==> config.mk <==
export PLATFORM = sky130hd
export DESIGN_NAME = vaal_prep
export DESIGN_NICKNAME = d
export VERILOG_FILES = /design/src/hdl/vaal_pkg.sv /design/src/hdl/vaal_prep.sv
export SDC_FILE = /design/constraint.sdc
export NUM_CORES = 2
export LEC_CHECK = 0
export BUFFER_PORTS_ARGS = -buffer_cell sky130_fd_sc_hd__buf_2
export CAP_MARGIN = 20
export CORE_ASPECT_RATIO = 1.1
export CORE_MARGIN = 8
export CORE_UTILIZATION = 59
export CTS_BUF_LIST = sky130_fd_sc_hd__clkbuf_2
export DETAILED_ROUTE_END_ITERATION = 8
export GPL_TIMING_DRIVEN = 1
export PLACE_DENSITY = 0.8
export RECOVER_POWER = 25
export SYNTH_ARGS = -nofsm -noshare
export SYNTH_HDL_FRONTEND = slang
export SYNTH_SLANG_ARGS = --single-unit
==> constraint.sdc <==
create_clock -name clk -period 10.7 [get_ports clk]
set_input_delay 1.07 -clock clk [delete_from_list [all_inputs] [get_ports clk]]
set_output_delay 1.07 -clock clk [all_outputs]
set_load 0.02 [all_outputs]
==> src/hdl/vaal_pkg.sv <==
// shared types and constants for the vector angle and length block
`timescale 1ns / 1ps

package vaal_pkg;

  // angle accumulator: degrees with 24 fraction bits
  localparam int ZFRAC = 24;
  localparam int ZW = 32;
  localparam int TABLE_LEN = 32;
  localparam int ANGLE_INT_BITS = 9;

  // atan(2^-i) in degrees, 24 fraction bits, rounded to nearest
  localparam logic signed [ZW-1:0] ATAN_TAB [TABLE_LEN] = '{
    32'sd754974720, 32'sd445687602, 32'sd235489088, 32'sd119537938,
    32'sd60000934, 32'sd30029717, 32'sd15018523, 32'sd7509720,
    32'sd3754917, 32'sd1877466, 32'sd938734, 32'sd469367,
    32'sd234684, 32'sd117342, 32'sd58671, 32'sd29335,
    32'sd14668, 32'sd7334, 32'sd3667, 32'sd1833,
    32'sd917, 32'sd458, 32'sd229, 32'sd115,
    32'sd57, 32'sd29, 32'sd14, 32'sd7,
    32'sd4, 32'sd2, 32'sd1, 32'sd0
  };

  // sign and zero flags of the difference vector
  typedef struct packed {
    logic dx_neg;
    logic dx_zero;
    logic dy_neg;
    logic dy_zero;
  } quad_t;

endpackage

==> src/hdl/vaal_prep.sv <==
// front end: difference vector, absolute values, squares and their sum
`timescale 1ns / 1ps

module vaal_prep #(
  parameter int COORD_BITS = 20
) (
  input  logic                          clk,
  input  logic                          rst_n,
  input  logic                          up_valid,
  output logic                          up_ready,
  input  logic signed [COORD_BITS-1:0]  up_start_x,
  input  logic signed [COORD_BITS-1:0]  up_start_y,
  input  logic signed [COORD_BITS-1:0]  up_end_x,
  input  logic signed [COORD_BITS-1:0]  up_end_y,
  output logic                          dn_valid,
  input  logic                          dn_ready,
  output logic [COORD_BITS:0]           dn_a,
  output logic [COORD_BITS:0]           dn_b,
  output logic [2*COORD_BITS+1:0]       dn_sum,
  output vaal_pkg::quad_t               dn_flags
);

  localparam int MAG_BITS = COORD_BITS + 1;
  localparam int NW = 2 * MAG_BITS;

  logic                       v1_r, v2_r, v3_r;
  logic                       rdy1, rdy2, rdy3;
  logic signed [MAG_BITS-1:0] dx, dy;
  logic [MAG_BITS-1:0]        a_nxt, b_nxt;
  vaal_pkg::quad_t            f_nxt;
  logic [MAG_BITS-1:0]        a1_r, b1_r, a2_r, b2_r, a3_r, b3_r;
  vaal_pkg::quad_t            f1_r, f2_r, f3_r;
  logic [NW-1:0]              sa2_r, sb2_r, sum3_r;

  assign rdy3 = !v3_r || dn_ready;
  assign rdy2 = !v2_r || rdy3;
  assign rdy1 = !v1_r || rdy2;
  assign up_ready = rdy1;

  always_comb begin
    dx = MAG_BITS'(up_start_x) - MAG_BITS'(up_end_x);
    dy = MAG_BITS'(up_start_y) - MAG_BITS'(up_end_y);
    a_nxt = dx[MAG_BITS-1] ? MAG_BITS'(-dx) : MAG_BITS'(dx);
    b_nxt = dy[MAG_BITS-1] ? MAG_BITS'(-dy) : MAG_BITS'(dy);
    f_nxt.dx_neg = dx[MAG_BITS-1];
    f_nxt.dx_zero = (dx == '0);
    f_nxt.dy_neg = dy[MAG_BITS-1];
    f_nxt.dy_zero = (dy == '0);
  end

  always_ff @(posedge clk) begin
    if (!rst_n) begin
      v1_r <= 1'b0;
      v2_r <= 1'b0;
      v3_r <= 1'b0;
    end else begin
      if (rdy1) v1_r <= up_valid;
      if (rdy2) v2_r <= v1_r;
      if (rdy3) v3_r <= v2_r;
    end
  end

  always_ff @(posedge clk) begin
    if (rdy1 && up_valid) begin
      a1_r <= a_nxt;
      b1_r <= b_nxt;
      f1_r <= f_nxt;
    end
    if (rdy2 && v1_r) begin
      sa2_r <= NW'(a1_r) * NW'(a1_r);
      sb2_r <= NW'(b1_r) * NW'(b1_r);
      a2_r <= a1_r;
      b2_r <= b1_r;
      f2_r <= f1_r;
    end
    if (rdy3 && v2_r) begin
      sum3_r <= sa2_r + sb2_r;
      a3_r <= a2_r;
      b3_r <= b2_r;
      f3_r <= f2_r;
    end
  end

  assign dn_valid = v3_r;
  assign dn_a = a3_r;
  assign dn_b = b3_r;
  assign dn_sum = sum3_r;
  assign dn_flags = f3_r;

endmodule

==> results_dict.tcl <==
set metrics [dict create \
    antenna_found_initial 2 \
    grt_first_pass_wirelength_um 133300 \
    numCtsBuffers 71 \
    r2r_setup_slack_ns 1.98 \
    viasPerCell 5.403 \
    io_buffer_count 173 \
    start_util 0.5968 \
    syn_nets 4772 \
    cts_tree "built" \
    violations "max-capacitance violations, max-slew violations" \
    crit_path_start_kind "flop" \
    setup_viol 0 \
    ys_warn_count 0 \
    skew_ns 0.1705 \
    critPathKind "reg -> reg" \
    firstDrtPassIters 5 \
    area_growth_pct 6.316 \
    cts_root_buf "clkbuf_2" \
    clkSinkCount 263 \
    wl_per_cell_um 16.79 \
    synth_edf_count 260 \
    yosysUniqueCellTypes 85 \
    r2r_cells 28 \
    syn-cell-area_mm2 0.03720 \
    endpoint "sa2_r[41]" \
    cp_slowest_cell "clkbuf_1" \
    end_kind "flop" \
    worst_hold_slack_ns 0.2082 \
    worst_path_most_repeated_cell "inv_1" \
    dieArea_mm2 0.07135 \
    cts_setup_buffers 0 \
    rows 96 \
    ys_seq_area_frac 0.2115 \
    synth_area_leader_cell "fa_1" \
    synth_area_per_cell_um2 10.12 \
    die_w_um 255.4 \
    final.fill_count 4922 \
    hold_viol 0 \
    maxSlewViolCount 93 \
    period_minus_slack_ns 8.721 \
    overflow 0 \
    clk_pin_slew_ns 0.09 \
    cts_resized 0 \
    ys.flop_type "edfxtp_1" \
    cap_violations 2 \
    stdcell_count 4730 \
    ys_async_sr_fraction 0 \
    cts_hold_buffers 0 \
    clock_latency_ns 1.09 \
    vias 25560 \
    dp_cells 4610 \
    grt_max_degree 83 \
    synth_seq_cells 263 \
    critical_path_arrival_ns 9.57 \
    relSlewSlack -1.168 \
    netlist_top_cells_area "fa_1, edfxtp_1, ha_1" \
    outcome "finished with violations" \
    max_stage_delay_ns 1.04 \
    pin_count 174 \
    rr_startpoint "a1_r[8]" \
    hp-class "in -> reg" \
    crit_start "a1_r[8]" \
    grt_use_total 0.2284 \
    drive_above_1_share 0.08368 \
    layout_common_cells "inv_1, fa_1, ha_1" \
    yosysTopAreaCellShare 0.3347 \
    ctsHtreeMaxLevel 3 \
    drt_wl_total_um 79400 \
    core_area_mm2 0.06234 \
    layout_commonest_cell "inv_1" \
    routabilityCongestion 0.8975 \
    tightestPinTransition_ns 3.252 \
    crit_required_ns 11.55 \
    grt_pass1_vias 28310 \
    fp.dieH_um 279.4 \
    place_hpwl_um 63180 \
    detail-route-antenna-nets 0 \
    rsz0062_at_grt "no" \
    fin_util 0.6345 \
    ctsLongestPathBuffers 3 \
    tns_ns 0 \
    drtIter0Drc 1589 \
    nNetsFinal 4946 \
    r2r-end "sa2_r[41]" \
    synthCells 3676 \
    drc 0 \
    cp_max_fo 22 \
    min_period_over_period 0.8150 \
    max_freq_mhz 114.7 \
]
## worst max-delay path, delay by kind of cell (launching register included)
kind | cells | cell delay [ns]
compound gates | 8 | 2.40
xor+xnor | 1 | 0.08
fa+ha+maj | 8 | 3.69
buf+inv | 9 | 1.47
flops | 1 | 0.34
simple gates | 2 | 0.61
## cell families (layout without fill, tap and decap cells)
family	Yosys count	after routing	share of synthesized area
AO/OA/AOI/OAI	432	432	0.07514
XOR/XNOR	191	191	0.04497
adder cells (fa/ha/maj)	1012	1012	0.4659
buffers and inverters	1008	1228	0.1018
flip-flops	263	263	0.2115
multiplexers	4	4	0.001244
other	0	1	0
AND/OR/NAND/NOR	766	766	0.09945
## per-stage QoR
stage	setup slack [ns]	cell area [um2]
after floorplan	2.955	37200
after global placement	2.539	38950
after detailed placement	2.428	38950
after CTS	2.515	39620
after global routing	1.593	39550
final	1.979	39550
## sequential cells by signal (all words and copies together), names as in the netlist
| name | count |
|---|---|
| dn_sum | 42 |
| f2_r | 4 |
| dn_flags | 4 |
| b2_r | 21 |
| sa2_r | 40 |
| v1_r | 1 |
| v2_r | 1 |
| a2_r | 21 |
| b1_r | 21 |
| dn_a | 21 |
| a1_r | 21 |
| dn_b | 21 |
| dn_valid | 1 |
| f1_r | 4 |
| sb2_r | 40 |
## synth_stat cells (19+ instances only)
master,n
nor2b_1,28
xor2_1,58
o21ai_0,80
and2_1,162
inv_1,914
clkbuf_1,90
nand3_1,19
a21o_1,47
xnor2_1,133
nor2_1,131
a21oi_1,147
nor3_1,21
ha_1,390
edfxtp_1,260
nand2_1,314
o21bai_1,26
fa_1,622
nand2b_1,20
## metal layers
| layer | up-vias | GRT usage | routed length, um |
|---|---|---|---|
| li1 | 11860 | - | - |
| met4 | 0 | 0.1036 | 3309 |
| met5 | - | 0 | 0 |
| met1 | 12610 | 0.2720 | 30650 |
| met2 | 849 | 0.4030 | 40230 |
| met3 | 241 | 0.04041 | 5207 |
## worst min path at each step
stage | endpoint | startpoint | depth (start not counted) | slack [ns]
floorplan | dn_a[10] | a2_r[10] | 0 | 0.40
detailed placement | dn_a[16] | a2_r[16] | 0 | 0.40
global placement | dn_a[17] | a2_r[17] | 0 | 0.40
finish | dn_valid | rst_n | 2 | 0.21
CTS | dn_valid | rst_n | 2 | 0.07
global route | dn_valid | rst_n | 2 | 0.12
## final cells by class
cell class                      count  area [um2]  share of cell area
Tap cell                          833        1042             0.02635
Antenna cell                        1       2.502          0.00006327
Clock buffer                       86       430.4             0.01088
Inverter                          914        3431             0.08674
Clock inverter                     33       239.0            0.006042
Sequential cell                   263        7868              0.1989
Multi-Input combinational cell   2405       25570              0.6465
Timing Repair Buffer              195       967.2             0.02445
Power is left out: the tool's default activity adds up to more than one toggle a clock period on the data nets, which glitch-free logic cannot reach.
