**config.mk**
```make
export PLATFORM = sky130hd
export DESIGN_NAME = vaal_cell
export DESIGN_NICKNAME = d
export VERILOG_FILES = /design/src/hdl/vaal_pkg.sv /design/src/hdl/vaal_cell.sv
export SDC_FILE = /design/constraint.sdc
export NUM_CORES = 1
export LEC_CHECK = 0
export BUFFER_PORTS_ARGS = -buffer_cell sky130_fd_sc_hd__buf_2
export CORE_AREA = 2 2 142 144
export DETAILED_ROUTE_END_ITERATION = 6
export DIE_AREA = 0 0 144 146
export GPL_TIMING_DRIVEN = 0
export PLACE_DENSITY = 0.85
export SYNTH_ARGS = -nofsm -noshare
export SYNTH_HDL_FRONTEND = slang
export SYNTH_SLANG_ARGS = --single-unit
```
**constraint.sdc**
```tcl
create_clock -name clk -period 13 [get_ports clk]
set_input_delay 2.6 -clock clk [delete_from_list [all_inputs] [get_ports clk]]
set_output_delay 2.6 -clock clk [all_outputs]
set_load 0.03 [all_outputs]
```
**src/hdl/vaal_pkg.sv**
```systemverilog
// shared types and constants for the vector angle and length block
`timescale 1ns / 1ps

package vaal_pkg;

  // angle accumulator: degrees with 24 fraction bits
  localparam int ZFRAC = 24;
  localparam int ZW = 32;
  localparam int TABLE_LEN = 32;
  localparam int ANGLE_INT_BITS = 9;

  // atan(2^-i) in degrees, 24 fraction bits, rounded to nearest
  localparam logic signed [ZW-1:0] ATAN_TAB [TABLE_LEN] = '{
    32'sd754974720, 32'sd445687602, 32'sd235489088, 32'sd119537938,
    32'sd60000934, 32'sd30029717, 32'sd15018523, 32'sd7509720,
    32'sd3754917, 32'sd1877466, 32'sd938734, 32'sd469367,
    32'sd234684, 32'sd117342, 32'sd58671, 32'sd29335,
    32'sd14668, 32'sd7334, 32'sd3667, 32'sd1833,
    32'sd917, 32'sd458, 32'sd229, 32'sd115,
    32'sd57, 32'sd29, 32'sd14, 32'sd7,
    32'sd4, 32'sd2, 32'sd1, 32'sd0
  };

  // sign and zero flags of the difference vector
  typedef struct packed {
    logic dx_neg;
    logic dx_zero;
    logic dy_neg;
    logic dy_zero;
  } quad_t;

endpackage

```
**src/hdl/vaal_cell.sv**
```systemverilog
// one cell of the chain: a cordic vectoring step and a square root digit step, each passed through past its range
`timescale 1ns / 1ps

module vaal_cell #(
  parameter int COORD_BITS = 20,
  parameter int CORDIC_STAGES = 18,
  parameter int STAGE = 0
) (
  input  logic                              clk,
  input  logic                              rst_n,
  input  logic                              up_valid,
  output logic                              up_ready,
  input  logic signed [COORD_BITS+2:0]      up_x,
  input  logic signed [COORD_BITS+2:0]      up_y,
  input  logic signed [vaal_pkg::ZW-1:0]    up_z,
  input  logic [COORD_BITS+3:0]             up_rem,
  input  logic [COORD_BITS:0]               up_root,
  input  logic [2*COORD_BITS+1:0]           up_rad,
  input  vaal_pkg::quad_t                   up_flags,
  output logic                              dn_valid,
  input  logic                              dn_ready,
  output logic signed [COORD_BITS+2:0]      dn_x,
  output logic signed [COORD_BITS+2:0]      dn_y,
  output logic signed [vaal_pkg::ZW-1:0]    dn_z,
  output logic [COORD_BITS+3:0]             dn_rem,
  output logic [COORD_BITS:0]               dn_root,
  output logic [2*COORD_BITS+1:0]           dn_rad,
  output vaal_pkg::quad_t                   dn_flags
);

  localparam int MAG_BITS = COORD_BITS + 1;
  localparam int XW = COORD_BITS + 3;
  localparam int RW = MAG_BITS + 3;
  localparam int NW = 2 * MAG_BITS;

  logic                          v_r, rdy;
  logic signed [XW-1:0]          x_nxt, y_nxt, x_r, y_r;
  logic signed [vaal_pkg::ZW-1:0] z_nxt, z_r;
  logic [RW-1:0]                 rem_nxt, rem_r;
  logic [MAG_BITS-1:0]           root_nxt, root_r;
  logic [NW-1:0]                 rad_nxt, rad_r;
  vaal_pkg::quad_t               flags_r;

  generate
    if (STAGE < CORDIC_STAGES && STAGE < vaal_pkg::TABLE_LEN) begin : g_rot
      localparam logic signed [vaal_pkg::ZW-1:0] ANG = vaal_pkg::ATAN_TAB[STAGE];
      logic signed [XW-1:0] xs, ys;
      always_comb begin
        xs = up_x >>> STAGE;
        ys = up_y >>> STAGE;
        // drive y toward zero, summing the rotation angle
        if (up_y > 0) begin
          x_nxt = up_x + ys;
          y_nxt = up_y - xs;
          z_nxt = up_z + ANG;
        end else begin
          x_nxt = up_x - ys;
          y_nxt = up_y + xs;
          z_nxt = up_z - ANG;
        end
      end
    end else begin : g_rot_pass
      assign x_nxt = up_x;
      assign y_nxt = up_y;
      assign z_nxt = up_z;
    end

    if (STAGE < MAG_BITS) begin : g_sqrt
      logic [RW-1:0] rem_sh, trial;
      always_comb begin
        rem_sh = {up_rem[RW-3:0], up_rad[NW-1 -: 2]};
        trial = RW'({up_root, 2'b01});
        rad_nxt = {up_rad[NW-3:0], 2'b00};
        if (rem_sh >= trial) begin
          rem_nxt = rem_sh - trial;
          root_nxt = {up_root[MAG_BITS-2:0], 1'b1};
        end else begin
          rem_nxt = rem_sh;
          root_nxt = {up_root[MAG_BITS-2:0], 1'b0};
        end
      end
    end else begin : g_sqrt_pass
      assign rem_nxt = up_rem;
      assign root_nxt = up_root;
      assign rad_nxt = up_rad;
    end
  endgenerate

  assign rdy = !v_r || dn_ready;
  assign up_ready = rdy;

  always_ff @(posedge clk) begin
    if (!rst_n) begin
      v_r <= 1'b0;
    end else if (rdy) begin
      v_r <= up_valid;
    end
  end

  always_ff @(posedge clk) begin
    if (rdy && up_valid) begin
      x_r <= x_nxt;
      y_r <= y_nxt;
      z_r <= z_nxt;
      rem_r <= rem_nxt;
      root_r <= root_nxt;
      rad_r <= rad_nxt;
      flags_r <= up_flags;
    end
  end

  assign dn_valid = v_r;
  assign dn_x = x_r;
  assign dn_y = y_r;
  assign dn_z = z_r;
  assign dn_rem = rem_r;
  assign dn_root = root_r;
  assign dn_rad = rad_r;
  assign dn_flags = flags_r;

endmodule

```
==> impl_metrics.env <==
export IMPL_finClkSkew_ns=0.009724
export IMPL_synthMuxAreaShare_pct=1.322
export IMPL_synthCells=1013
export IMPL_synth_simple_gate_area_share_pct=10.06
export IMPL_grt_pass1_vias=9011
export IMPL_critPathLaunchType="primary input"
export IMPL_holdCritPathClass="reg2reg"
export IMPL_mostFrequentLayoutCells="buf_2, edfxtp_1, a21oi_1, inv_1, ha_1"
export IMPL_synth_cell_types=66
export IMPL_path_class="in2reg"
export IMPL_stdcell_count=1671
export IMPL_grt_pass1_wl_mm=49.00
export IMPL_hold_path_depth=2
export IMPL_reg2regPathDepth=4
export IMPL_synth_compound_area_share_pct=18.42
export IMPL_yosysWarnings=0
export IMPL_grt_max_degree=74
export IMPL_cap_violations=0
export IMPL_drt_pre_antenna_iters=7
export IMPL_viasPerCell=5.652
export IMPL_power_clock_fraction_pct=30.5
export IMPL_status="completed"
export IMPL_fp_dieH_um=146
export IMPL_holdBufCountCts=0
export IMPL_async_flop_share_pct=0
export IMPL_post_cts_repair_setup_buffers=0
export IMPL_cts_repair_resized=0
export IMPL_regArea_sq_um=5005
export IMPL_post_place_ws_ns=6.328
export IMPL_cts_buffer_depth=2
export IMPL_internal_power_mw=1.090
export IMPL_route_detailed_drc=0
export IMPL_endpoint_kind="flop"
export IMPL_worstHoldStart="dn_valid"
export IMPL_synth_top_family_by_area="compound AO/OA/AOI/OAI gates"
export IMPL_gp_congestion=0.9509
export IMPL_ys_seq_area_share_pct=47.23
export IMPL_multi_input_area_sq_um=5041
export IMPL_fin_crit_sh_pct=47.39
export IMPL_min_period_ns=6.161
export IMPL_finalSetupViolCount=0
export IMPL_arrival_ns=6.32
export IMPL_finalHoldViolCount=0
export IMPL_layout_nets=1646
export IMPL_ant_nets=0
export IMPL_seqPwrFrac_pct=40.1
export IMPL_die_area_sq_um=21020
export IMPL_die_width_um=144
export IMPL_comb_power_share_pct=29.4
export IMPL_vias=9444
export IMPL_fill_cells=1535
export IMPL_cp_max_fo=12
export IMPL_hpwl_mm=26.36
export IMPL_powerDensity_nw_per_um2=125.4
export IMPL_cts_root_buf="clkbuf_16"
export IMPL_clk_latency_ns=0.42
export IMPL_cts_tree="done"
export IMPL_ys_seq_elements=167
export IMPL_grt_use_total_pct=30.54
export IMPL_synthFlopType="edfxtp_1"
export IMPL_crit_required_ns=13.16
export IMPL_drt_iter0_markers=795
export IMPL_tightest_slew_ns=0.8442
export IMPL_reg2reg_to="dn_root[14]"
export IMPL_finalMaxSlewViolations=0
export IMPL_grt_antenna_before_repair=17
export IMPL_switching_share_pct=34.90
export IMPL_grt_ovfl_total=0
export IMPL_max_freq_ghz=0.1623
export IMPL_slew_headroom_pct=43.72
export IMPL_cts_reportedPaths_clkPinSlew_ns=0.07
export IMPL_routed_wl_mm=32.92
export IMPL_p_switching_mw=0.5845
export IMPL_rsz0062_at_grt="no"
export IMPL_cts_sinks=167
export IMPL_num_io_pins=344
export IMPL_hold_path_end="dn_valid"
export IMPL_irDropWorstVdd_uv=90.64
export IMPL_hold_slack_ns=0.5873
export IMPL_reg2reg_setup_slack_ns=11.01
export IMPL_placementRows=51
export IMPL_setup_ws_ns=6.839
export IMPL_wl_per_cell_um=19.70
export IMPL_worstReg2RegStart="dn_valid"
export IMPL_io_buffers=339
export IMPL_avgSynthCellArea_sq_um=10.46
export IMPL_dp_cells=1620
export IMPL_syn_cell_area_sq_um=10600
export IMPL_syn2layout_area_growth_pct=26.06
export IMPL_finalSetupTns_ns=0
export IMPL_cts_buffers=17
export IMPL_core_area_sq_um=19330
export IMPL_final_common_cell="buf_2"
export IMPL_cts_htree_levels=4
export IMPL_yosys_area_share_xor_xnor_pct=5.703
export IMPL_p_leak_nw=6.009
export IMPL_synth_edf_count=166
export IMPL_start_util_pct=54.80
export IMPL_final_util_pct=69.09
export IMPL_drive_gt1_share_pct=29.34
export IMPL_synth_adder_area_share_pct=11.97
## critical path, stage by stage
cell and delay, ns:
buf_2 0.12, nor4_1 0.59, nand4_1 0.18, o21bai_1 0.22, clkbuf_1 0.46, clkinv_1 0.44, clkbuf_1 0.41, ha_1 0.43
a21oi_1 0.22, o21bai_1 0.10, a21oi_1 0.21, o21ai_0 0.18, xnor2_1 0.16
## layout make-up
type	instances	area share, %
clock buffer	17	3.185
tap	265	2.482
inverter	103	2.894
clock inverter	15	1.489
timing repair buffer	341	13.11
sequential	167	37.47
multi-input combinational	705	37.74
buffer	39	1.274
antenna	19	0.3559
## state kept, by name, summed over array words and instances (netlist names)
| name | count |
|---|---|
| dn_flags | 4 |
| dn_rad | 40 |
| dn_rem | 24 |
| dn_root | 21 |
| dn_valid | 1 |
| dn_x | 23 |
| dn_y | 22 |
| dn_z | 32 |
## stage by stage
stage               power, mW  cell area [sq um]
floorplan               1.016              10600
global placement        1.161              12630
detailed placement      1.167              12690
finish                  1.675              13360
CTS                     1.675              13310
global route            1.742              13350
## layer usage
layer	global-route usage (%)	share of wire (%)	vias up
li1	-	-	4424
met1	35.37	36	4448
met2	52.26	50	477
met3	5.232	7.9	95
met4	18.73	5.7	0
met5	0	0	-
## synthesized netlist by cell type, types with 5 or more instances
| cell | count | area share [%] |
|---|---|---|
| nand2_1 | 43 | 1.5 |
| a21oi_1 | 109 | 5.1 |
| mux2i_1 | 5 | 0.47 |
| o21a_1 | 9 | 0.64 |
| nand2b_1 | 16 | 0.94 |
| a21o_1 | 30 | 2.1 |
| nor4_1 | 9 | 0.53 |
| clkbuf_1 | 23 | 0.81 |
| o21bai_1 | 14 | 0.99 |
| buf_2 | 10 | 0.47 |
| a31oi_1 | 11 | 0.65 |
| inv_1 | 101 | 3.6 |
| and3_1 | 9 | 0.53 |
| a211oi_1 | 12 | 0.85 |
| nand3b_1 | 5 | 0.35 |
| ha_1 | 95 | 11 |
| nor2_1 | 66 | 2.3 |
| edfxtp_1 | 166 | 47 |
| nor2b_1 | 16 | 0.94 |
| o31ai_1 | 12 | 0.85 |
| mux2_2 | 8 | 0.85 |
| nor3_1 | 15 | 0.71 |
| and2_1 | 5 | 0.30 |
| o211ai_1 | 9 | 0.64 |
| nand3_1 | 13 | 0.61 |
| o21ai_0 | 57 | 2.7 |
| nand4_1 | 8 | 0.47 |
| xnor2_1 | 56 | 4.6 |
| xor2_1 | 13 | 1.1 |
## power by group through the flow
stage               logic [mW]  clock network, mW  registers [mW]
floorplan                0.227                  0           0.789
global placement         0.473                  0           0.689
detailed placement       0.482                  0           0.684
CTS                      0.486              0.517           0.672
global route             0.528              0.537           0.677
finish                   0.492              0.511           0.672
## cells by family after synthesis
kind of cell,Yosys count
AND/OR/NAND/NOR,216
XOR/XNOR,69
AO/OA/AOI/OAI,306
flip-flops,167
buffers and inverters,142
adder cells (fa/ha/maj),99
multiplexers,13
other,1
## how the worst max path moves through the flow
stage                         from           to
final                     up_y[18]     dn_z[31]
after global routing      up_y[18]     dn_z[31]
after CTS                 up_y[18]     dn_z[31]
after detailed placement  up_y[18]     dn_z[31]
after global placement    dn_ready   dn_root[9]
after floorplan           dn_ready  dn_flags[0]
Power figures use the tool's default switching activity.
