### src/hdl/vaal_pkg.sv
// shared types and constants for the vector angle and length block
`timescale 1ns / 1ps

package vaal_pkg;

  // angle accumulator: degrees with 24 fraction bits
  localparam int ZFRAC = 24;
  localparam int ZW = 32;
  localparam int TABLE_LEN = 32;
  localparam int ANGLE_INT_BITS = 9;

  // atan(2^-i) in degrees, 24 fraction bits, rounded to nearest
  localparam logic signed [ZW-1:0] ATAN_TAB [TABLE_LEN] = '{
    32'sd754974720, 32'sd445687602, 32'sd235489088, 32'sd119537938,
    32'sd60000934, 32'sd30029717, 32'sd15018523, 32'sd7509720,
    32'sd3754917, 32'sd1877466, 32'sd938734, 32'sd469367,
    32'sd234684, 32'sd117342, 32'sd58671, 32'sd29335,
    32'sd14668, 32'sd7334, 32'sd3667, 32'sd1833,
    32'sd917, 32'sd458, 32'sd229, 32'sd115,
    32'sd57, 32'sd29, 32'sd14, 32'sd7,
    32'sd4, 32'sd2, 32'sd1, 32'sd0
  };

  // sign and zero flags of the difference vector
  typedef struct packed {
    logic dx_neg;
    logic dx_zero;
    logic dy_neg;
    logic dy_zero;
  } quad_t;

endpackage

### src/hdl/vaal_finish.sv
// back end: angle rounding, quadrant mapping and the output register
`timescale 1ns / 1ps

module vaal_finish #(
  parameter int COORD_BITS = 20,
  parameter int ANGLE_FRAC_BITS = 8
) (
  input  logic                                            clk,
  input  logic                                            rst_n,
  input  logic                                            up_valid,
  output logic                                            up_ready,
  input  logic signed [vaal_pkg::ZW-1:0]                  up_z,
  input  logic [COORD_BITS:0]                             up_root,
  input  vaal_pkg::quad_t                                 up_flags,
  output logic                                            dn_valid,
  input  logic                                            dn_ready,
  output logic [vaal_pkg::ANGLE_INT_BITS+ANGLE_FRAC_BITS-1:0] dn_angle,
  output logic [COORD_BITS:0]                             dn_mag
);

  localparam int MAG_BITS = COORD_BITS + 1;
  localparam int AW = vaal_pkg::ANGLE_INT_BITS + ANGLE_FRAC_BITS;
  localparam int SH = vaal_pkg::ZFRAC - ANGLE_FRAC_BITS;
  localparam logic [vaal_pkg::ZW-1:0] ZTOP = vaal_pkg::ZW'(90) << vaal_pkg::ZFRAC;
  localparam logic [vaal_pkg::ZW-1:0] ZHALF = vaal_pkg::ZW'(1) << (SH - 1);
  localparam logic [AW:0] DEG90 = (AW+1)'(90) << ANGLE_FRAC_BITS;
  localparam logic [AW:0] DEG180 = (AW+1)'(180) << ANGLE_FRAC_BITS;
  localparam logic [AW:0] DEG360 = (AW+1)'(360) << ANGLE_FRAC_BITS;

  logic                         v_r, rdy;
  logic [vaal_pkg::ZW-1:0]      zc, zq;
  logic [AW:0]                  q, t, ang, ang_w;
  logic                         dx_pos;
  logic [AW-1:0]                angle_nxt, angle_r;
  logic [MAG_BITS-1:0]          mag_r;

  always_comb begin
    // clamp to the first quadrant, round to the output grid, clamp again
    if (up_z < 0) begin
      zc = '0;
    end else if (vaal_pkg::ZW'(up_z) > ZTOP) begin
      zc = ZTOP;
    end else begin
      zc = vaal_pkg::ZW'(up_z);
    end
    zq = (zc + ZHALF) >> SH;
    q = (zq > vaal_pkg::ZW'(DEG90)) ? DEG90 : zq[AW:0];

    // axis vectors take the exact angle
    if (up_flags.dy_zero) begin
      t = '0;
    end else if (up_flags.dx_zero) begin
      t = DEG90;
    end else begin
      t = q;
    end

    dx_pos = !up_flags.dx_neg && !up_flags.dx_zero;
    if (dx_pos && !up_flags.dy_neg) begin
      ang = t;
    end else if (!dx_pos && !up_flags.dy_neg && !up_flags.dy_zero) begin
      ang = DEG180 - t;
    end else if (up_flags.dx_neg && (up_flags.dy_neg || up_flags.dy_zero)) begin
      ang = DEG180 + t;
    end else begin
      ang = DEG360 - t;
    end
    ang_w = (ang >= DEG360) ? ang - DEG360 : ang;

    if (up_flags.dx_zero && up_flags.dy_zero) begin
      angle_nxt = '0;
    end else begin
      angle_nxt = ang_w[AW-1:0];
    end
  end

  assign rdy = !v_r || dn_ready;
  assign up_ready = rdy;

  always_ff @(posedge clk) begin
    if (!rst_n) begin
      v_r <= 1'b0;
    end else if (rdy) begin
      v_r <= up_valid;
    end
  end

  always_ff @(posedge clk) begin
    if (rdy && up_valid) begin
      angle_r <= angle_nxt;
      mag_r <= up_root;
    end
  end

  assign dn_valid = v_r;
  assign dn_angle = angle_r;
  assign dn_mag = mag_r;

endmodule

### config.mk
export PLATFORM = sky130hd
export DESIGN_NAME = vaal_finish
export DESIGN_NICKNAME = d
export VERILOG_FILES = /design/src/hdl/vaal_pkg.sv /design/src/hdl/vaal_finish.sv
export SDC_FILE = /design/constraint.sdc
export NUM_CORES = 1
export LEC_CHECK = 0
export BUFFER_PORTS_ARGS = -buffer_cell sky130_fd_sc_hd__buf_2
export CAP_MARGIN = 15
export CORE_MARGIN = 10
export CORE_UTILIZATION = 52
export DETAILED_ROUTE_END_ITERATION = 8
export PLACE_DENSITY_LB_ADDON = 0.3
export RECOVER_POWER = 50
export SLEW_MARGIN = 20
export SYNTH_ARGS = -nofsm -noshare
export SYNTH_HDL_FRONTEND = slang
export SYNTH_SLANG_ARGS = --single-unit
### constraint.sdc
create_clock -name clk -period 7.03 [get_ports clk]
set_input_delay 0.3515 -clock clk [delete_from_list [all_inputs] [get_ports clk]]
set_output_delay 0.3515 -clock clk [all_outputs]
set_load 0.005 [all_outputs]
==> flow_metrics.py, run 1 <==
metrics = {
    "clock_tree": {
        "clock_latency_ns": 0.28,
        "clock_path_buffers": 2,
        "root_buffer": "clkbuf_8",
        "cts_resized": 0,
        "cts_tree": "done",
        "cts-hold-fix-buffers": 0,
        "clk_pin_slew_ns": 0.08,
        "post_cts_buffers": 0,
        "cts_num_sinks": 39,
        "numCtsBuffers": 5,
        "htree_levels": 2,
    },
    "finish": {
        "fin_util": 0.641,
        "nNetsFinal": 519,
        "drive_above_1_share": 0.243,
        "finalNonFillerCells": 527,
        "n_antenna_cell": 0,
        "area_growth_pct": 20.1,
    },
    "route": {
        "viasPerCell": 6.29,
        "antenna_left": 0,
        "drt_first_pass_iters": 5,
        "drc": 0,
        "drt_iter0_markers": 375,
        "vias": 3316,
        "post_drt_wl_per_cell_um": 18.4,
        "wl_mm": 9.70,
    },
    "min_path": {
        "hp-start": "up_root[15]",
        "whs_path_depth": 1,
        "hp-class": "in2reg",
        "hold_end": "dn_mag[15]$_DFFE_PP_",
    },
    "critical_path": {
        "rr_endpoint": "dn_mag[14]$_DFFE_PP_",
        "crit_buf_inv": 4,
        "crit_top_cell": "ha_1",
        "cp_data_arrival_time_ns": 6.25,
        "r2r-start": "dn_valid$_SDFFE_PN0N_",
        "cp-start-kind": "input pin",
        "critPathLaunch": "up_z[31]",
        "cp-end-kind": "flip-flop",
        "path_delay_family": "simple AND/OR/NAND/NOR gates",
        "cp_slowest_cell": "o21ai_2",
        "reg2reg_depth": 3,
        "r2r_setup_slack_ns": 5.71,
        "worstSetupPathType": "in2reg",
        "critPathRequiredTime_ns": 7.06,
        "crit_fanout": 21,
        "slowest_delay_ns": 0.48,
    },
    "power_and_ir_drop": {
        "finalPower_uw": 638,
        "powerDensity_nw_per_um2": 169,
        "peakVddDrop_uv": 195,
        "leakage_uw": 0.00144,
    },
    "grt": {
        "grt_max_degree": 39,
        "grt_pass1_vias": 3161,
        "grt_pass1_wl_mm": 15.7,
        "grt.overflow.total": 0,
        "groute.usage.overall": 0.191,
        "antenna_found_initial": 0,
    },
    "synth": {
        "syn_nets": 419,
        "syn_inst": 351,
        "syn_avg_cell_area_sq_um": 8.96,
        "ys.warnings.count": 0,
        "yosysSeqAreaShare": 0.369,
        "synth.cell_area_sq_um": 3140,
        "synth_ff_type": "edfxtp_1",
        "ys_async_sr_fraction": 0,
        "ys_seq_elements": 39,
        "synth_edf_count": 38,
        "synth.distinct_cells": 72,
    },
    "floorplanning": {
        "pin_count": 101,
        "die_area_sq_um": 9560,
        "die_h_um": 97.8,
        "initial_utilization": 0.534,
        "core-area_sq_um": 5890,
        "row_count": 28,
        "die_w_um": 97.8,
    },
    "timing": {
        "setup_ws_ns": 0.812,
        "drv_slew": 0,
        "worst-slew-pin-transition_ns": 0.739,
        "setup_viol": 0,
        "setup_tns_ns": 0,
        "fin_crit_sh": 0.885,
        "hold_viol": 0,
        "max_freq_mhz": 161,
        "slew_headroom": 0.495,
        "fin_crit_ns": 6.22,
        "clock_skew_ns": 0.00752,
        "rsz0062_at_grt": "no",
    },
    "placement": {
        "dp_slack_ns": 0.692,
        "gp_congestion": 0.984,
        "placed_cells_incl_taps": 519,
        "io_buffers": 100,
        "dp_hpwl_mm": 7.58,
    },
    "status": {
        "run_status": "completed",
    },
    "run": {
        "cap_violations": 0,
    },
}
## through the flow
| stage | hold WS [ns] | area, sq um |
|---|---|---|
| after floorplan | 0.450 | 3140 |
| after CTS | 0.236 | 3820 |
| after detailed placement | 0.530 | 3710 |
| after global routing | 0.232 | 3770 |
| final | 0.243 | 3770 |
| after global placement | 0.504 | 3710 |
## layout by cell type, fill, tap and decap left out, drive strengths merged, types with 3 or more instances in the layout
cell type   n
or2         8
or4         3
a211o       3
o2111ai     5
edfxtp     38
a31o        4
and4        3
o21ai      23
a31oi       8
ha          7
a211oi      4
o21a        7
nor4       11
xnor2       7
nor2       39
nor3       11
a21o        3
xor2        5
inv        14
buf        74
nand3      15
nor2b       3
and2        6
nand4       8
o211ai      5
or3         7
o31ai       4
nand2b      6
nand2      21
a21oi      28
clkbuf     38
a41oi       3
## power by group
part / internal, uW / switching [uW] / leakage, uW
Combinational: 68.5 / 112 / 0.00100
Clock: 104 / 73.5 / 0.0000556
Sequential: 276 / 4.80 / 0.000380
Total: 448 / 190 / 0.00144
## synthesized netlist by cell type (all sizes together), types with 5 or more instances
| master | n | share of area |
|---|---|---|
| o21ai | 23 | 0.038 |
| a21oi | 28 | 0.047 |
| o2111ai | 5 | 0.014 |
| nor2 | 39 | 0.047 |
| nor3 | 11 | 0.019 |
| xor2 | 5 | 0.014 |
| nand3 | 15 | 0.024 |
| nor4 | 11 | 0.028 |
| buf | 9 | 0.020 |
| or3 | 7 | 0.014 |
| clkbuf | 5 | 0.0060 |
| o21a | 7 | 0.017 |
| ha | 7 | 0.028 |
| inv | 14 | 0.017 |
| and2 | 6 | 0.012 |
| nand2 | 21 | 0.026 |
| xnor2 | 7 | 0.019 |
| a31oi | 8 | 0.016 |
| nand4 | 8 | 0.018 |
| nand2b | 6 | 0.012 |
| or2 | 8 | 0.017 |
| edfxtp | 38 | 0.36 |
| o211ai | 5 | 0.014 |
## flip-flops by register name (all words and copies together), names as in the netlist
signal / cells
dn_mag: 21
dn_angle: 17
dn_valid: 1
## worst max path at each step
stage	endpoint	slack (ns)	cells past startpoint
after floorplan	dn_angle[13]$_SDFFCE_PP0P_	1.40	26
after global placement	dn_angle[12]$_SDFFCE_PP0P_	0.80	27
after detailed placement	dn_angle[12]$_SDFFCE_PP0P_	0.69	27
after CTS	dn_angle[13]$_SDFFCE_PP0P_	0.99	25
after global routing	dn_angle[12]$_SDFFCE_PP0P_	0.40	27
final	dn_angle[12]$_SDFFCE_PP0P_	0.81	27
## cells by family (layout without fill, tap and decap cells)
kind of cell             after synthesis  count (layout)  share of synthesized area
AO/OA/AOI/OAI                        113             113                      0.256
adder cells (fa/ha/maj)                7               7                     0.0279
XOR/XNOR                              12              12                     0.0334
buffers and inverters                 28             129                     0.0430
multiplexers                           1               1                    0.00318
AND/OR/NAND/NOR                      151             151                      0.267
flip-flops                            39              39                      0.369
## layout make-up
cell class                      instances  area, sq um
Clock buffer                            5         68.8
Clock inverter                          3         38.8
Fill cell                             507         2110
Inverter                               14         52.6
Multi-Input combinational cell        284         1850
Sequential cell                        39         1160
Tap cell                               75         93.8
Timing Repair Buffer                  107          512
## per-layer routing
metal,up-vias,GRT usage,part of all wire
met2,208,0.310,0.46
met1,1526,0.248,0.44
met3,22,0.0437,0.084
li1,1560,-,-
met5,-,0,0
met4,0,0.0604,0.018
Note: power is estimated with default switching activity, not from simulation.
==> inputs of run 2 (changes only) <==
--- a/config.mk
+++ b/config.mk
@@ -10,8 +10,8 @@
 export CORE_MARGIN = 10
 export CORE_UTILIZATION = 52
 export DETAILED_ROUTE_END_ITERATION = 8
-export PLACE_DENSITY_LB_ADDON = 0.3
-export RECOVER_POWER = 50
+export PLACE_DENSITY = 0.81
+export RECOVER_POWER = 25
 export SLEW_MARGIN = 20
 export SYNTH_ARGS = -nofsm -noshare
 export SYNTH_HDL_FRONTEND = slang
==> run 2 against run 1 <==
Net effect: clock skew down 0.0035 ns; global-route usage rose by 0.20 points; critical path type unchanged; sequential power hardly changed; highest routed layer unchanged; core utilization is 1.1 points higher; worst setup slack better by 0.11 ns; sequential share of layout area down 0.51 points; via count up 1.7%.
==> flow_metrics.py, run 2 (synthesis gave the netlist of run 1 again) <==
metrics = {
    "status": {
        "run_status": "completed",
    },
    "grt": {
        "grt_max_degree": 39,
        "groute.usage.overall": 0.193,
        "grt_pass1_vias": 3201,
        "grt_pass1_wl_mm": 15.8,
        "antenna_found_initial": 0,
        "grt.overflow.total": 0,
    },
    "critical_path": {
        "cp-end-kind": "flip-flop",
        "cp_slowest_cell": "o21ai_2",
        "crit_fanout": 21,
        "reg2reg_depth": 3,
        "critPathRequiredTime_ns": 7.11,
        "cp_data_arrival_time_ns": 6.19,
        "worstSetupPathType": "in2reg",
        "cp-start-kind": "input pin",
        "crit_top_cell": "ha_1",
        "r2r-start": "dn_valid$_SDFFE_PN0N_",
        "rr_endpoint": "dn_angle[6]$_SDFFCE_PP0P_",
        "slowest_delay_ns": 0.48,
        "r2r_setup_slack_ns": 5.72,
    },
    "finish": {
        "multiInputGateArea_sq_um": 1850,
        "finalNonFillerCells": 528,
        "final_cell_mix": "buf_2 (92), nor2_1 (39), edfxtp_1 (38)",
        "final_common_cell": "buf_2",
        "fillers": 513,
        "seq_area_sq_um": 1160,
        "largest_reg_flops": 21,
        "n_antenna_cell": 0,
        "drive_above_1_share": 0.300,
        "nNetsFinal": 520,
        "area_growth_pct": 22.1,
    },
    "run": {
        "cap_violations": 0,
    },
    "clock_tree": {
        "cts-hold-fix-buffers": 0,
        "clock_latency_ns": 0.28,
        "htree_levels": 2,
        "clk_pin_slew_ns": 0.07,
        "cts_num_sinks": 39,
        "cts_tree": "done",
        "root_buffer": "clkbuf_8",
        "cts_resized": 0,
        "numCtsBuffers": 5,
        "post_cts_buffers": 0,
        "clock_path_buffers": 2,
    },
    "timing": {
        "rsz0062_at_grt": "no",
        "setup_viol": 0,
        "max_freq_mhz": 164,
        "fin_crit_ns": 6.10,
        "drv_slew": 0,
        "hold_viol": 0,
        "worst-slew-pin-transition_ns": 0.923,
        "setup_tns_ns": 0,
        "clock_skew_ns": 0.00403,
        "slew_headroom": 0.380,
        "fin_crit_sh": 0.868,
    },
    "min_path": {
        "hp-start": "up_root[0]",
        "whs_path_depth": 1,
        "hp-class": "in2reg",
        "hold_end": "dn_mag[0]$_DFFE_PP_",
    },
    "placement": {
        "gp_congestion": 0.976,
        "placed_cells_incl_taps": 520,
        "dp_hpwl_mm": 7.79,
        "io_buffers": 100,
    },
    "floorplanning": {
        "core-area_sq_um": 5890,
        "die_area_sq_um": 9560,
        "row_count": 28,
        "die_w_um": 97.8,
        "initial_utilization": 0.534,
        "die_h_um": 97.8,
        "pin_count": 101,
    },
    "power_and_ir_drop": {
        "peakVddDrop_uv": 157,
        "leakage_uw": 0.00152,
        "finalPower_uw": 680,
        "powerDensity_nw_per_um2": 177,
    },
    "route": {
        "drt_iter0_markers": 469,
        "vias": 3372,
        "drc": 0,
        "antenna_left": 0,
        "viasPerCell": 6.39,
        "wl_mm": 9.82,
        "post_drt_wl_per_cell_um": 18.6,
        "drt_first_pass_iters": 6,
    },
}
run 2: how the worst max path moves through the flow:
stage / endpoint / startpoint / slack (ns) / depth (start not counted)
after floorplan: dn_angle[13]$_SDFFCE_PP0P_ / up_z[24] / 1.40 / 26
after global placement: dn_angle[12]$_SDFFCE_PP0P_ / up_z[31] / 0.98 / 27
after detailed placement: dn_angle[12]$_SDFFCE_PP0P_ / up_z[31] / 0.80 / 28
after CTS: dn_angle[12]$_SDFFCE_PP0P_ / up_z[31] / 1.09 / 27
after global routing: dn_angle[12]$_SDFFCE_PP0P_ / up_z[31] / 0.44 / 28
final: dn_angle[12]$_SDFFCE_PP0P_ / up_z[31] / 0.93 / 27
run 2: layout make-up:
class | instances | area share
clock buffer | 6 | 0.0189
multi-input combinational | 284 | 0.481
inverter | 14 | 0.0137
tap | 75 | 0.0244
sequential | 39 | 0.302
clock inverter | 2 | 0.0156
timing repair buffer | 108 | 0.143
run 2: critical path, delay by kind of cell:
kind	cells	cell delay, ns
adders and majority gates	3	0.77
muxes	1	0.16
and+or+nand+nor	11	2.45
buffers and inverters	4	0.56
AOI/OAI and AO/OA	8	1.87
run 2: per-stage QoR:
stage,hold WS [ns],instance area (sq um),setup slack (ns),utilization
3_5_place_dp,0.528,3720,0.799,0.631
6_report,0.243,3840,0.926,0.652
2_1_floorplan,0.450,3140,1.40,-
3_3_place_gp,0.506,3720,0.983,0.631
4_1_cts,0.230,3850,1.09,0.654
5_1_grt,0.218,3840,0.445,0.652
run 2: power by group:
part	switching [uW]	internal [uW]	total, uW
sequential	4.18	276	280
clock	72.4	142	214
combinational	114	71.9	186
total	190	489	680
run 2: layer usage:
layer,GRT usage,share of wire,vias to the layer above
met5,0,0,-
met4,0.0660,0.021,0
met3,0.0500,0.11,25
met2,0.304,0.45,246
met1,0.253,0.42,1538
li1,-,-,1563
==> inputs of run 3 (changes only) <==
--- a/config.mk
+++ b/config.mk
@@ -8,9 +8,9 @@
 export BUFFER_PORTS_ARGS = -buffer_cell sky130_fd_sc_hd__buf_2
 export CAP_MARGIN = 15
 export CORE_MARGIN = 10
-export CORE_UTILIZATION = 52
+export CORE_UTILIZATION = 56
 export DETAILED_ROUTE_END_ITERATION = 8
-export PLACE_DENSITY = 0.81
+export PLACE_DENSITY = 0.84
 export RECOVER_POWER = 25
 export SLEW_MARGIN = 20
 export SYNTH_ARGS = -nofsm -noshare
==> constraint.sdc (replaced) <==
create_clock -name clk -period 7.8 [get_ports clk]
set_input_delay 0.39 -clock clk [delete_from_list [all_inputs] [get_ports clk]]
set_output_delay 0.39 -clock clk [all_outputs]
set_load 0.005 [all_outputs]
==> run 3 against run 2 <==
Net effect: sequential power fell by 10%; critical path depth fell by 1; worst setup slack improved by 0.36 ns; flip-flop and latch count did not move; non-clock buffer count fell by 6; global-route usage rose by 0.46 points; sequential share of layout area rose by 0.37 points.
==> flow_metrics.py, run 3 (synthesis gave the netlist of run 1 again) <==
metrics = {
    "min_path": {
        "hp-class": "in2reg",
    },
    "floorplanning": {
        "row_count": 27,
        "die_area_sq_um": 9010,
        "core-area_sq_um": 5470,
        "pin_count": 101,
        "die_w_um": 94.9,
        "initial_utilization": 0.575,
        "die_h_um": 94.9,
    },
    "finish": {
        "area_growth_pct": 20.6,
        "fillers": 443,
        "final_common_cell": "buf_2",
        "largest_reg_flops": 21,
        "drive_above_1_share": 0.295,
        "nNetsFinal": 514,
        "n_antenna_cell": 0,
        "final_cell_mix": "buf_2 (94), nor2_1 (39), edfxtp_1 (38)",
    },
    "timing": {
        "clock_skew_ns": 0.00398,
        "rsz0062_at_grt": "no",
        "fin_crit_ns": 6.51,
        "drv_slew": 0,
        "max_freq_mhz": 154,
        "fin_crit_sh": 0.835,
        "hold_viol": 0,
        "worst-slew-pin-transition_ns": 0.855,
        "setup_viol": 0,
        "setup_tns_ns": 0,
        "slew_headroom": 0.426,
    },
    "critical_path": {
        "cp_slowest_cell": "a41oi_2",
        "slowest_delay_ns": 0.63,
        "cp_data_arrival_time_ns": 6.54,
        "path_delay_family": "compound AO/OA/AOI/OAI gates",
        "crit_fanout": 21,
        "cp-start-kind": "input pin",
        "worstSetupPathType": "in2reg",
        "crit_top_cell": "ha_1",
        "crit_buf_inv": 3,
        "cp-end-kind": "flip-flop",
        "critPathRequiredTime_ns": 7.82,
    },
    "placement": {
        "io_buffers": 100,
        "gp_congestion": 1.00,
        "dp_hpwl_mm": 7.28,
    },
    "clock_tree": {
        "clock_latency_ns": 0.28,
        "clk_pin_slew_ns": 0.07,
        "cts-hold-fix-buffers": 0,
        "numCtsBuffers": 5,
        "cts_tree": "done",
        "root_buffer": "clkbuf_8",
        "cts_num_sinks": 39,
        "clock_path_buffers": 2,
        "post_cts_buffers": 0,
        "htree_levels": 2,
        "cts_resized": 0,
    },
    "run": {
        "cap_violations": 0,
    },
    "grt": {
        "grt_max_degree": 39,
        "grt.overflow.total": 0,
        "grt_pass1_wl_mm": 14.6,
        "groute.usage.overall": 0.198,
        "antenna_found_initial": 0,
        "grt_pass1_vias": 2976,
    },
    "route": {
        "drc": 0,
        "drt_first_pass_iters": 6,
        "post_drt_wl_per_cell_um": 17.8,
        "viasPerCell": 6.38,
        "antenna_left": 0,
        "wl_mm": 9.22,
        "drt_iter0_markers": 507,
        "vias": 3310,
    },
    "power_and_ir_drop": {
        "finalPower_uw": 604,
        "peakVddDrop_uv": 110,
        "powerDensity_nw_per_um2": 159,
        "leakage_uw": 0.00150,
    },
    "status": {
        "run_status": "completed",
    },
}
## run 3: through the flow
stage	worst slack [ns]	util	instances	cell area [sq um]	hold WS [ns]
2_1_floorplan	2.13	-	351	3140	0.489
3_3_place_gp	1.34	0.670	511	3670	0.511
3_5_place_dp	1.22	0.670	511	3670	0.544
4_1_cts	1.51	0.694	519	3800	0.273
5_1_grt	0.778	0.693	519	3790	0.270
6_report	1.29	0.693	519	3790	0.282
## run 3: layout make-up
class	count	area (sq um)	area share
Timing Repair Buffer	102	508	0.134
Multi-Input combinational cell	284	1850	0.487
Tap cell	72	90.1	0.0238
Inverter	14	52.6	0.0139
Clock inverter	2	60.1	0.0158
Sequential cell	39	1160	0.306
Clock buffer	6	72.6	0.0191
## run 3: worst paths after layout
kind | from | endpoint | slack [ns] | depth (start not counted)
worst max-delay path | up_z[31] | dn_angle[12]$_SDFFCE_PP0P_ | 1.29 | 26
worst min-delay path | up_root[19] | dn_mag[19]$_DFFE_PP_ | 0.28 | 1
worst max register to register | dn_valid$_SDFFE_PN0N_ | dn_angle[9]$_SDFFCE_PP0P_ | 6.49 | 3
worst min register to register | dn_valid$_SDFFE_PN0N_ | dn_valid$_SDFFE_PN0N_ | 0.54 | 2
## run 3: metal layers
metal,part of all wire,GRT usage
met3,0.12,0.0444
met2,0.44,0.324
met5,0,0
met1,0.41,0.256
met4,0.025,0.0561
## run 3: report_power, final
part	switching, uW	internal (uW)	leakage, uW
Clock	62.2	128	0.0000654
Sequential	3.46	249	0.000380
Combinational	99.3	62.6	0.00106
